===== src/sv/fys_pkg.sv =====
// Shared types, constants and helpers for the random permutation shuffle core.
// Used by fys_mod_serial, fys_slot_ram and random_permutation_shuffle_core.
`timescale 1ns / 1ps
`default_nettype none

package fys_pkg;

  localparam int MAX_ENTRIES = 8192;
  localparam int IDX_W       = $clog2(MAX_ENTRIES);
  localparam int CNT_W       = IDX_W + 1;
  localparam int WORD_W      = 31;
  localparam int DIV_CNT_W   = $clog2(WORD_W);
  localparam int CFG_W       = 14;

  typedef enum logic [2:0] {
    ST_CLEAR,
    ST_IDLE,
    ST_DIV,
    ST_RDJ,
    ST_CAPJ,
    ST_DONE
  } fys_state_e;

  // One table row: round tag and stored index value.
  typedef struct packed {
    logic             tag;
    logic [IDX_W-1:0] value;
  } fys_row_t;

  // Write request into the slot table.
  typedef struct packed {
    logic             en;
    logic [IDX_W-1:0] addr;
    fys_row_t         row;
  } fys_wr_t;

  // Status of the bit-serial modulo unit.
  typedef struct packed {
    logic busy;
    logic done;
  } fys_div_stat_t;

  // A count of zero is taken as one; anything above the table size saturates.
  function automatic logic [CNT_W-1:0] clamp_count(input logic [CFG_W-1:0] v);
    logic [CNT_W-1:0] r;
    begin
      if (v == '0) begin
        r = CNT_W'(1);
      end else if (32'(v) > 32'(MAX_ENTRIES)) begin
        r = CNT_W'(MAX_ENTRIES);
      end else begin
        r = CNT_W'(v);
      end
      return r;
    end
  endfunction

endpackage

`default_nettype wire


===== src/sv/fys_mod_serial.sv =====
// Bit-serial restoring modulo: remainder of a random word by a narrow divisor.
// One dividend bit per cycle; depends on fys_pkg.
`timescale 1ns / 1ps
`default_nettype none

module fys_mod_serial (
  input  wire logic                     clk_i,
  input  wire logic                     rst_ni,
  input  wire logic                     start_i,
  input  wire logic [fys_pkg::WORD_W-1:0] word_i,
  input  wire logic [fys_pkg::CNT_W-1:0]  divisor_i,
  output fys_pkg::fys_div_stat_t        stat_o,
  output logic [fys_pkg::IDX_W-1:0]     rem_o
);
  import fys_pkg::*;

  logic [WORD_W-1:0]    sh_q, sh_d;
  logic [IDX_W-1:0]     rem_q, rem_d;
  logic [DIV_CNT_W-1:0] cnt_q, cnt_d;
  logic                 busy_q, busy_d;
  logic                 done_q, done_d;
  logic [CNT_W-1:0]     trial;
  logic [CNT_W-1:0]     trial_red;

  // The partial remainder stays below the divisor, so it fits the index width.
  assign trial     = {rem_q, sh_q[WORD_W-1]};
  assign trial_red = (trial >= divisor_i) ? (trial - divisor_i) : trial;

  always_comb begin
    sh_d   = sh_q;
    rem_d  = rem_q;
    cnt_d  = cnt_q;
    busy_d = busy_q;
    done_d = 1'b0;
    if (start_i) begin
      sh_d   = word_i;
      rem_d  = '0;
      cnt_d  = '0;
      busy_d = 1'b1;
    end else if (busy_q) begin
      sh_d  = {sh_q[WORD_W-2:0], 1'b0};
      rem_d = trial_red[IDX_W-1:0];
      cnt_d = cnt_q + DIV_CNT_W'(1);
      if (cnt_q == DIV_CNT_W'(WORD_W - 1)) begin
        busy_d = 1'b0;
        done_d = 1'b1;
      end
    end
  end

  always_ff @(posedge clk_i or negedge rst_ni) begin
    if (!rst_ni) begin
      cnt_q  <= '0;
      busy_q <= 1'b0;
      done_q <= 1'b0;
    end else begin
      cnt_q  <= cnt_d;
      busy_q <= busy_d;
      done_q <= done_d;
    end
  end

  always_ff @(posedge clk_i) begin
    sh_q  <= sh_d;
    rem_q <= rem_d;
  end

  assign stat_o = '{busy: busy_q, done: done_q};
  assign rem_o  = rem_q;

endmodule

`default_nettype wire


===== config.mk =====
export PLATFORM = sky130hd
export DESIGN_NAME = fys_mod_serial
export DESIGN_NICKNAME = d
export VERILOG_FILES = /design/src/sv/fys_pkg.sv /design/src/sv/fys_mod_serial.sv
export SDC_FILE = /design/constraint.sdc
export NUM_CORES = 1
export LEC_CHECK = 0
export BUFFER_PORTS_ARGS = -buffer_cell sky130_fd_sc_hd__buf_4
export CORE_MARGIN = 1
export CORE_UTILIZATION = 39
export CTS_CLUSTER_DIAMETER = 30
export CTS_CLUSTER_SIZE = 8
export DETAILED_ROUTE_END_ITERATION = 7
export GPL_ROUTABILITY_DRIVEN = 1
export SLEW_MARGIN = 15
export SYNTH_ARGS = -nofsm -noshare
export SYNTH_HDL_FRONTEND = slang
export SYNTH_SLANG_ARGS = --single-unit

===== constraint.sdc =====
create_clock -name clk_i -period 3.8 [get_ports clk_i]
set_input_delay 0 -clock clk_i [delete_from_list [all_inputs] [get_ports clk_i]]
set_output_delay 0 -clock clk_i [all_outputs]
set_load 0.005 [all_outputs]

==> results.sh <==
export IMPL_layout_common_cells="buf_4 (64), dlygate4sd3_1 (32), edfxtp_1 (31)"
export IMPL_cp_required_ns=3.95
export IMPL_critPathKind="flip-flop to flip-flop"
export IMPL_synth_nets=335
export IMPL_ir_drop_mv=0.148
export IMPL_path_buf_inv=2
export IMPL_cpPeakStageDelay_ns=0.40
export IMPL_cp_slowest_cell="fa_1"
export IMPL_finalNetCount=424
export IMPL_ys_warn_count=0
export IMPL_synth_flop_cell="edfxtp_1"
export IMPL_skew_ns=0.00895
export IMPL_first_iter_violations=101
export IMPL_fmax_mhz=405
export IMPL_power_per_cell_area_mw_per_mm2=314
export IMPL_die_x_um=89.1
export IMPL_grt_max_degree=49
export IMPL_yosys_area_share_simple_pct=12.9
export IMPL_cts_tree="built"
export IMPL_async_reset_ff_share_pct=13.7
export IMPL_cts_made_buffers=5
export IMPL_hold_viol=0
export IMPL_routed_via_density=4.97
export IMPL_synth_top_family_by_area="multiplexers"
export IMPL_synthAdderAreaFrac_pct=7.45
export IMPL_clock_sinks=51
export IMPL_seq_area_frac_synth_pct=46.2
export IMPL_syn_inst=270
export IMPL_diodes=0
export IMPL_cts_hold_buf=31
export IMPL_layout_commonest_cell="buf_4"
export IMPL_slew_headroom_pct=44.5
export IMPL_total_leakage_power_uw=0.00167
export IMPL_antenna_found_initial=0
export IMPL_syn2layout_area_growth_pct=32.8
export IMPL_outcome="completed"
export IMPL_wl_per_cell_um=13.8
export IMPL_maxCapViolCount=0
export IMPL_detail_route_antenna_nets=0
export IMPL_place_area_mm2=0.00349
export IMPL_hold_class="input pin to asynchronous set/reset pin"
export IMPL_cp_end_kind="flip-flop"
export IMPL_cp_top_family="compound AO/OA/AOI/OAI gates"
export IMPL_track_usage_pct=16.7
export IMPL_drc_errors=0
export IMPL_regArea_mm2=0.00137
export IMPL_whs_ns=0.0296
export IMPL_dr_pass1_iters=4
export IMPL_worst_pin_slew_ns=0.833
export IMPL_avgSynthCellArea_um2=11.0
export IMPL_worstSkewPairLatency_ns=0.31
export IMPL_core_mm2=0.00729
export IMPL_crit_chain="inv_1 -> ha_1 -> fa_1 -> nor2b_1 -> o31a_1 -> o31ai_4 -> a41oi_2 -> buf_4 -> mux2i_1 -> a211oi_1"
export IMPL_setup_viol_count_final=0
export IMPL_layout_min_cycle_time_ns=2.47
export IMPL_maxSlewViolCount=0
export IMPL_cts_resized=0
export IMPL_setup_tns_ns=0
export IMPL_multi_input_area_mm2=0.00145
export IMPL_grt_overflow_total=0
export IMPL_start_kind="flip-flop"
export IMPL_io_buffers=62
export IMPL_grt_pass1_wl_um=10000
export IMPL_cp_max_fo=22
export IMPL_synth_edff_count=31
export IMPL_vias=2283
export IMPL_design_area_mm2=0.00393
export IMPL_synthXorXnorAreaFrac_pct=3.26
export IMPL_synth_cell_types=54
export IMPL_postCtsSetupBuffers=0
export IMPL_fillers=668
export IMPL_rsz0062_at_grt="no"
export IMPL_htree_levels=2
export IMPL_drt_wl_total_um=6350
export IMPL_synthesis_area_mm2=0.00296
export IMPL_ios=63
export IMPL_worst_ep_arrival_time_ns=2.62
export IMPL_place_congestion=0.788
export IMPL_min_period_over_period_pct=64.9
export IMPL_yosys_mux_area_fraction_pct=14.1
export IMPL_chipHeight_um=89.1
export IMPL_grt_pass1_vias=2088
export IMPL_clkTransAtPathRegs_ns=0.10
export IMPL_dp_hpwl_um=4180
export IMPL_drive_above_1_share_pct=29.7
export IMPL_rows=31
export IMPL_dieArea_mm2=0.00793
export IMPL_root_buffer="clkbuf_8"
export IMPL_ys_seq_elements=51
export IMPL_initial_utilization_pct=40.5
export IMPL_clockBufferDepth=2
export IMPL_synth_compound_area_share_pct=11.3
==> kinds of logic after synthesis <==
logic type | after synthesis
xor gates and xnor gates | 11
adders and majority gates | 17
muxes | 38
and+or+nand+nor | 76
DFF | 51
AOI/OAI and AO/OA | 44
buffers and inverters | 33
==> final cells by class <==
cell class | instances | share of cell area, %
multi-input cells | 186 | 37.0
flip-flops and latches | 51 | 34.8
repair buffers | 96 | 20.4
well taps | 99 | 3.16
inverters | 19 | 1.82
clock buffers | 5 | 1.75
clock inverters | 3 | 1.08
==> registers in the layout (all words and copies together), names as in the netlist <==
signal	cells
busy_q	1
cnt_q	5
done_q	1
rem_o	13
sh_q	31
==> per-stage QoR <==
stage,setup slack (ns),power [µW],instances,util [%]
2_1_floorplan,1.63,761,270,-
3_3_place_gp,1.48,822,419,47.9
3_5_place_dp,1.37,825,419,47.9
4_1_cts,1.35,1240,458,53.7
5_1_grt,1.15,1290,459,53.8
6_report,1.33,1230,459,53.8
==> report_power, final <==
part	internal [µW]	leakage, µW	switching, µW
Clock	197	0.0000562	194
Sequential	630	0.000526	15.8
Combinational	118	0.00109	75.7
==> synthesized netlist by cell type, types with 3 or more instances <==
| master | instances | area [µm²] |
|---|---|---|
| clkbuf_1 | 4 | 15.0 |
| xnor2_1 | 8 | 70.1 |
| inv_1 | 19 | 71.3 |
| buf_4 | 3 | 22.5 |
| o21ai_1 | 6 | 30.0 |
| xor2_1 | 3 | 26.3 |
| buf_2 | 3 | 15.0 |
| a21oi_1 | 5 | 25.0 |
| dfrtp_1 | 7 | 175 |
| mux2_2 | 30 | 338 |
| mux2i_1 | 8 | 80.1 |
| edfxtp_1 | 31 | 931 |
| a211oi_1 | 7 | 52.6 |
| buf_1 | 4 | 15.0 |
| dfxtp_1 | 13 | 260 |
| nor3_1 | 3 | 15.0 |
| nand4_1 | 4 | 25.0 |
| nand2b_1 | 6 | 37.5 |
| nand3_1 | 4 | 20.0 |
| nor2b_1 | 6 | 37.5 |
| nand2_1 | 16 | 60.1 |
| o211ai_1 | 3 | 22.5 |
| nor2_1 | 26 | 97.6 |
| ha_1 | 16 | 200 |
==> routing by layer <==
metal | wire (µm) | vias to the layer above | part of all wire [%] | GRT usage [%]
li1 | - | 1157 | - | -
met1 | 3150 | 1070 | 50 | 24.4
met2 | 2830 | 50 | 44 | 24.8
met3 | 314 | 6 | 4.9 | 3.60
met4 | 62 | 0 | 0.98 | 5.05
met5 | 0 | - | 0 | 0
==> final timing paths <==
check	startpoint	to	slack, ns	depth (start not counted)
min in group clk_i	divisor_i[0]	rem_o[0]	0.15	5
worst min-delay path	rst_ni	done_q	0.03	2
max in group asynchronous	rst_ni	cnt_q[2]	3.65	2
worst max-delay path	sh_q[30]	rem_o[8]	1.33	10
worst max register to register	sh_q[30]	rem_o[8]	1.33	10
worst min register to register	rem_o[3]	rem_o[3]	0.53	2
==> worst register-to-register path, delay by kind of cell, from the launching register on <==
family	cells	cell delay, ns
AOI/OAI and AO/OA	4	0.62
buffers and inverters	2	0.34
muxes	1	0.27
DFF	1	0.34
and+or+nand+nor	1	0.16
adders and majority gates	2	0.59
No activity file was read; power rests on OpenSTA's default activity.
